File: config.mk
export PLATFORM = sky130hd
export DESIGN_NAME = atyi_ctrl
export DESIGN_NICKNAME = d
export VERILOG_FILES = /design/src/hdl/atyi_pkg.sv /design/src/hdl/atyi_ctrl.sv
export SDC_FILE = /design/constraint.sdc
export NUM_CORES = 1
export LEC_CHECK = 0
export BUFFER_PORTS_ARGS = -buffer_cell sky130_fd_sc_hd__buf_2
export CAP_MARGIN = 40
export CORE_AREA = 2 2 39 41
export CTS_CLUSTER_SIZE = 24
export DETAILED_ROUTE_END_ITERATION = 10
export DIE_AREA = 0 0 41 43
export MAX_ROUTING_LAYER = met4
export PLACE_DENSITY = 0.61
export SYNTH_ARGS = -nofsm -noshare
export SYNTH_HDL_FRONTEND = slang
export SYNTH_SLANG_ARGS = --single-unit
File: constraint.sdc
create_clock -name clk -period 1.6 [get_ports clk]
set_input_delay 0.32 -clock clk [delete_from_list [all_inputs] [get_ports clk]]
set_output_delay 0.32 -clock clk [all_outputs]
set_load 0.02 [all_outputs]
File: src/hdl/atyi_pkg.sv
// package with types, constants and the atan table for the tilt and yaw integrator
`timescale 1ns / 1ps
`default_nettype none
package atyi_pkg;

    localparam int TabLen  = 24;
    localparam int TabFrac = 20;
    localparam int CordW   = 48;

    typedef struct packed {
        logic signed [15:0] accel_x;
        logic signed [15:0] accel_y;
        logic signed [15:0] accel_z;
        logic signed [15:0] gyro_z;
        logic        [31:0] tick_ms;
    } atyi_in_t;

    typedef struct packed {
        logic signed [15:0] roll_angle;
        logic signed [15:0] pitch_angle;
        logic signed [31:0] yaw_angle;
    } atyi_out_t;

    typedef enum logic [0:0] {
        REG_ROLL_TRIM  = 1'b0,
        REG_PITCH_TRIM = 1'b1
    } atyi_reg_t;

    typedef enum logic [2:0] {
        ST_IDLE,
        ST_SQRT,
        ST_CORDIC,
        ST_YAW,
        ST_DIV,
        ST_OUT
    } atyi_state_t;

    // controller to datapath
    typedef struct packed {
        logic load;
        logic sqrt_step;
        logic cordic_init;
        logic cordic_step;
        logic angle_latch;
        logic pass_pitch;
        logic yaw_update;
        logic div_init;
        logic div_step;
        logic result_load;
    } atyi_cmd_t;

    // datapath to controller
    typedef struct packed {
        logic sqrt_done;
        logic cordic_done;
        logic div_done;
    } atyi_sts_t;

    function automatic logic signed [CordW-1:0] atan_tab(input logic [4:0] idx);
        logic signed [CordW-1:0] v;
        case (idx)
            5'd0:  v = 48'sd47185920;
            5'd1:  v = 48'sd27855475;
            5'd2:  v = 48'sd14718068;
            5'd3:  v = 48'sd7471121;
            5'd4:  v = 48'sd3750058;
            5'd5:  v = 48'sd1876857;
            5'd6:  v = 48'sd938658;
            5'd7:  v = 48'sd469357;
            5'd8:  v = 48'sd234682;
            5'd9:  v = 48'sd117342;
            5'd10: v = 48'sd58671;
            5'd11: v = 48'sd29335;
            5'd12: v = 48'sd14668;
            5'd13: v = 48'sd7334;
            5'd14: v = 48'sd3667;
            5'd15: v = 48'sd1833;
            5'd16: v = 48'sd917;
            5'd17: v = 48'sd458;
            5'd18: v = 48'sd229;
            5'd19: v = 48'sd115;
            5'd20: v = 48'sd57;
            5'd21: v = 48'sd29;
            5'd22: v = 48'sd14;
            5'd23: v = 48'sd7;
            default: v = '0;
        endcase
        return v;
    endfunction

endpackage
`default_nettype wire

File: src/hdl/atyi_ctrl.sv
// controller state machine sequencing sqrt, cordic and yaw passes, the divide and the output load
`timescale 1ns / 1ps
`default_nettype none
module atyi_ctrl
    import atyi_pkg::*;
(
    input  wire logic      clk,
    input  wire logic      rst_n,
    input  wire logic      in_valid,
    output logic           in_stall,
    output logic           out_valid,
    input  wire logic      out_stall,
    output atyi_cmd_t      cmd,
    input  wire atyi_sts_t sts
);

    atyi_state_t state_reg, state_next;
    logic        pitch_reg, pitch_next;
    logic        ovalid_reg, ovalid_next;

    always_ff @(posedge clk or negedge rst_n)
    begin
        if (!rst_n)
        begin
            state_reg  <= ST_IDLE;
            pitch_reg  <= 1'b0;
            ovalid_reg <= 1'b0;
        end
        else
        begin
            state_reg  <= state_next;
            pitch_reg  <= pitch_next;
            ovalid_reg <= ovalid_next;
        end
    end

    assign out_valid = ovalid_reg;
    assign in_stall  = (state_reg != ST_IDLE);

    always_comb
    begin
        state_next  = state_reg;
        pitch_next  = pitch_reg;
        ovalid_next = ovalid_reg && out_stall;
        cmd         = '0;
        cmd.pass_pitch = pitch_reg;
        case (state_reg)
            ST_IDLE:
            begin
                if (in_valid)
                begin
                    cmd.load   = 1'b1;
                    pitch_next = 1'b0;
                    state_next = ST_SQRT;
                end
            end
            ST_SQRT:
            begin
                cmd.sqrt_step = 1'b1;
                if (sts.sqrt_done)
                begin
                    cmd.cordic_init = 1'b1;
                    state_next      = ST_CORDIC;
                end
            end
            ST_CORDIC:
            begin
                cmd.cordic_step = 1'b1;
                if (sts.cordic_done)
                begin
                    cmd.angle_latch = 1'b1;
                    if (pitch_reg)
                        state_next = ST_YAW;
                    else
                    begin
                        pitch_next = 1'b1;
                        state_next = ST_SQRT;
                    end
                end
            end
            ST_YAW:
            begin
                cmd.yaw_update = 1'b1;
                state_next     = ST_DIV;
            end
            ST_DIV:
            begin
                if (!ovalid_reg || !out_stall)
                begin
                    cmd.div_init = 1'b0;
                end
                cmd.div_step = 1'b1;
                if (sts.div_done)
                    state_next = ST_OUT;
            end
            ST_OUT:
            begin
                if (!ovalid_reg || !out_stall)
                begin
                    cmd.result_load = 1'b1;
                    ovalid_next     = 1'b1;
                    state_next      = ST_IDLE;
                end
            end
            default: state_next = ST_IDLE;
        endcase
        if (state_reg == ST_YAW)
            cmd.div_init = 1'b1;
    end

endmodule
`default_nettype wire

Word level (Yosys, flattened, before mapping)
Cells that the tools add are included.
{ "word_totals": {"regBits": 5, "latchBits": 0, "mem_bits_rw": 0, "mem_bits_ro": 0, "inputBits": 7, "out_inout_bits": 12, "word_cells": 45, "n_memories": 0} }
{ "op_classes": {"add_sub_neg": 0, "mul": 0, "n_div": 0, "order_cmp": 0, "eq_ne": 10, "n_shift": 0, "mux": 23, "n_bitwise": 0, "reduce_logical": 9} }
{ "ops": {"columns": ["operator", "count"], "rows": [
  ["$pmux 3 s6", 1],
  ["$mux 3", 5],
  ["$mux 1", 13],
  ["$ne 2x2->1 const B", 5],
  ["$eq 3x2->1 const B", 2],
  ["$eq 3x3->1 const B", 2],
  ["$mux 2", 3],
  ["$reduce_and 5->1", 1],
  ["$eq 3x1->1 const B", 1],
  ["$logic_not 3->1", 1],
  ["$reduce_and 3->1", 1],
  ["$reduce_bool 3->1", 1],
  ["$logic_not 1->1", 2],
  ["$pmux 1 s2", 1],
  ["$reduce_bool 2->1", 1],
  ["$logic_and 1x1->1", 1],
  ["$logic_or 1x1->1", 1]
]} }

Longest topological paths before layout
{ "logic_depth": {"word_depth": 4, "ltp_mapped": 4, "ltp_nobuf": 3} }

Worst setup path before layout
No wires, ideal clock.
{ "synth_timing": {"path_kind": "register to output", "startpoint": "register state_reg[1]", "endpoint": "output port cmd[7] in the netlist's numbering", "arrival_ns": 1.196, "required_time_ns": 1.280, "slack_ns": 0.084, "stages_incl_launch_ff": 4, "n_path_buf": 1, "cell_sequence": "dfrtp_1 -> buf_2 -> nor3b_2 -> and2_1"} }
{ "synth_lines": {"columns": ["element", "line_no", "source"], "rows": [
  ["from (decl)", "atyi_ctrl.sv:17", "atyi_state_t state_reg, state_next;"],
  ["from (signal assigned)", "atyi_ctrl.sv:31", "state_reg <= state_next;"],
  ["to (decl)", "atyi_ctrl.sv:13", "output atyi_cmd_t cmd,"]
]} }

==> results.py <==
metrics = {
    "timing": {
        "setup_viol": 1,
        "min_period_over_period_pct": 100,
        "relSlewSlack_pct": 85.8,
        "fin_ws_ps": -0.373,
        "rsz0062_at_grt": "true",
        "skew_ps": 5.06,
        "finalHoldViolCount": 0,
        "report.final.slew_viol_count": 0,
        "tightestPinTransition_ps": 211,
        "fmax_mhz": 625,
        "finalCriticalPeriod_ps": 1600,
        "holdWs_ps": 336,
    },
    "setup_path": {
        "cp.arrival_ps": 1280,
        "crit_type": "flip-flop to output pin",
        "worst_r2r_path_depth": 5,
        "worstPathMaxFanout": 7,
        "crit_path_start_kind": "flip-flop",
        "r2r_slack_ps": 360,
        "reg2reg_from": "state_reg[1]$_DFFE_PN0P_",
        "r2r_end": "state_reg[0]$_DFFE_PN0P_",
        "cp-end-kind": "output pin",
        "cp.required_ps": 1280,
    },
    "min_path": {
        "min_to": "out_valid$_DFF_PN0_",
        "holdPathStages": 3,
        "min_from": "out_stall",
        "hp-class": "primary input to flip-flop",
    },
    "placed_design": {
        "gp_congestion": 0.672,
        "place_area_um2": 435,
        "portBuffers": 18,
        "post-dp-hpwl_um": 586,
    },
    "clocking": {
        "cts.sinks": 5,
        "cts-buffers-inserted": 3,
        "h-tree-depth": 1,
        "path_clk_slew_ps": 40,
        "cts-root-buf": "clkbuf_4",
        "cts.path.max_buffers": 2,
        "clk_latency_ps": 240,
        "tritoncts": "yes",
    },
    "layout": {
        "layout_common_cells": "buf_2 (15), buf_4 (6), nand2_1 (5), a21oi_1 (4)",
        "diodes": 0,
        "fin_area_um2": 514,
        "drive_above_1_share_pct": 52.4,
        "largest_reg_flops": 3,
        "final_common_cell": "buf_2",
        "final_nets": 71,
        "area_growth_pct": 43.7,
    },
    "global_route": {
        "grt_util_all_layers_pct": 10.9,
        "grt_first_pass_wirelength_mm": 1.16,
        "grt_use_met2_pct": 13.8,
        "busiest_layer": "met2",
        "grt_overflow": 0,
        "use_met3_pct": 9.42,
        "antenna_found_initial": 0,
        "use_met1_pct": 12.1,
        "grt_max_degree": 11,
        "grt_pass1_vias": 282,
    },
    "job": {
        "max-cap-violations": 0,
    },
    "detailed_routing": {
        "drc": 0,
        "wl_per_cell_um": 10.2,
        "wirelength_um": 804,
        "ant_nets": 0,
        "avgViaCountPerCell": 4.35,
        "drt_iter0_drc": 4,
        "vias": 344,
        "firstDrtPassIters": 4,
    },
    "die": {
        "die_area_um2": 1760,
        "die_x_um": 41,
        "initial_core_util_pct": 25.9,
        "fp.dieH_um": 43,
        "rows": 14,
        "io_pins": 19,
        "core_um2": 1380,
    },
    "power": {
        "p_clk_share_pct": 14.6,
        "p_leak_uw": 0.000273,
        "peakVddDrop_mv": 0.767,
        "power_density_nw_per_um2": 1910,
        "p_int_uw": 554,
        "p_comb_share_pct": 59.5,
        "seq_power_share_pct": 25.9,
        "switchingPower_uw": 428,
        "switching_share_pct": 43.6,
    },
    "yosys": {
        "yosys.cell_types.count": 21,
        "syn_area_um2": 358,
        "netlist_instances": 42,
        "yosysWarnings": 0,
        "synth-seq-area-share_pct": 35.0,
        "syn_avg_cell_area_um2": 8.52,
        "synth_nets": 49,
        "ys_seq_elements": 5,
    },
    "outcome": {
        "violations": "setup timing",
        "status": "finished with violations",
    },
}
-- kinds of logic (layout without fill, tap and decap cells) --
| logic type | count (synthesis) | in the layout | share of synthesized area, % |
|---|---|---|---|
| simple gates | 20 | 20 | 34.3 |
| compound gates | 9 | 9 | 15.4 |
| buf+inv | 7 | 28 | 12.2 |
| flops | 5 | 5 | 35.0 |
| mux | 1 | 1 | 3.15 |
-- area by class of cell --
class / count / area (µm²)
fillers: 150 / 870
clock buffers: 4 / 26.3
multi-input cells: 30 / 194
flip-flops and latches: 5 / 129
well taps: 16 / 20.0
inverters: 1 / 3.75
repair buffers: 23 / 141
-- worst max-delay path: stages, from the launching register on --
cell	delay, ps
dfrtp_2	440
or3_4	390
nor2_4	90
buf_6	110
-- power by group through the flow --
| stage | clock network, µW | logic (µW) | registers [µW] |
|---|---|---|---|
| final | 143 | 585 | 254 |
| after global routing | 165 | 639 | 266 |
| after CTS | 151 | 582 | 256 |
| after detailed placement | 0 | 498 | 266 |
| after global placement | 0 | 495 | 265 |
| after floorplan | 0 | 435 | 221 |
-- metrics by stage --
stage,total power (µW),setup WS (ps),TNS [ps],std cells,util [%]
detailed placement,764,160,0,71,31.5
global route,1070,-58.1,-156,79,37.2
floorplan,655,84.2,0,42,-
CTS,989,-9.86,-9.86,79,36.8
finish,982,-0.373,-0.373,79,37.2
global placement,760,172,0,71,31.5
-- how the worst max path moves through the flow --
stage / from / endpoint / slack [ps] / cells past startpoint
2_1_floorplan: state_reg[1]$_DFFE_PN0P_ / cmd[7] / 80 / 3
4_1_cts: state_reg[1]$_DFFE_PN0P_ / cmd[9] / -10 / 3
3_5_place_dp: state_reg[1]$_DFFE_PN0P_ / cmd[9] / 160 / 3
6_report: state_reg[1]$_DFFE_PN0P_ / cmd[9] / -0.4 / 3
5_1_grt: state_reg[1]$_DFFE_PN0P_ / cmd[9] / -60 / 3
3_3_place_gp: state_reg[1]$_DFFE_PN0P_ / cmd[9] / 170 / 3
-- cells in the mapped netlist --
| master | number | area share, % |
|---|---|---|
| buf_4 | 4 | 8.4 |
| inv_1 | 1 | 1.0 |
| nand2_1 | 5 | 5.2 |
| mux2_2 | 1 | 3.1 |
| a21oi_1 | 4 | 5.6 |
| nand2b_1 | 2 | 3.5 |
| a31oi_1 | 1 | 1.7 |
| buf_2 | 2 | 2.8 |
| and2_1 | 2 | 3.5 |
| nor2_2 | 2 | 3.5 |
| nor3b_2 | 1 | 3.5 |
| o21ai_0 | 1 | 1.4 |
| or2_1 | 1 | 1.7 |
| dfrtp_1 | 5 | 35 |
| nand3b_1 | 3 | 6.3 |
| a22o_1 | 1 | 2.4 |
| a21o_1 | 1 | 2.1 |
| or3_4 | 1 | 3.1 |
| o31ai_1 | 1 | 2.1 |
| nor2_1 | 2 | 2.1 |
| and3_1 | 1 | 1.7 |
-- routing by layer --
| metal | vias up | share of wire, % |
|---|---|---|
| met2 | 16 | 41 |
| met4 | 0 | 0 |
| met1 | 147 | 50 |
| met5 | - | 0 |
| met3 | 0 | 8.6 |
| li1 | 181 | - |
-- what timing repair did --
item | in CTS | in global routing
hold buffers | 1 | 0
resized for setup | 6 | 2
hold endpoints to repair | 5 | 0
setup endpoints to repair | 3 | 5
setup buffers | 3 | 0
No activity file was read; power rests on OpenSTA's default activity.
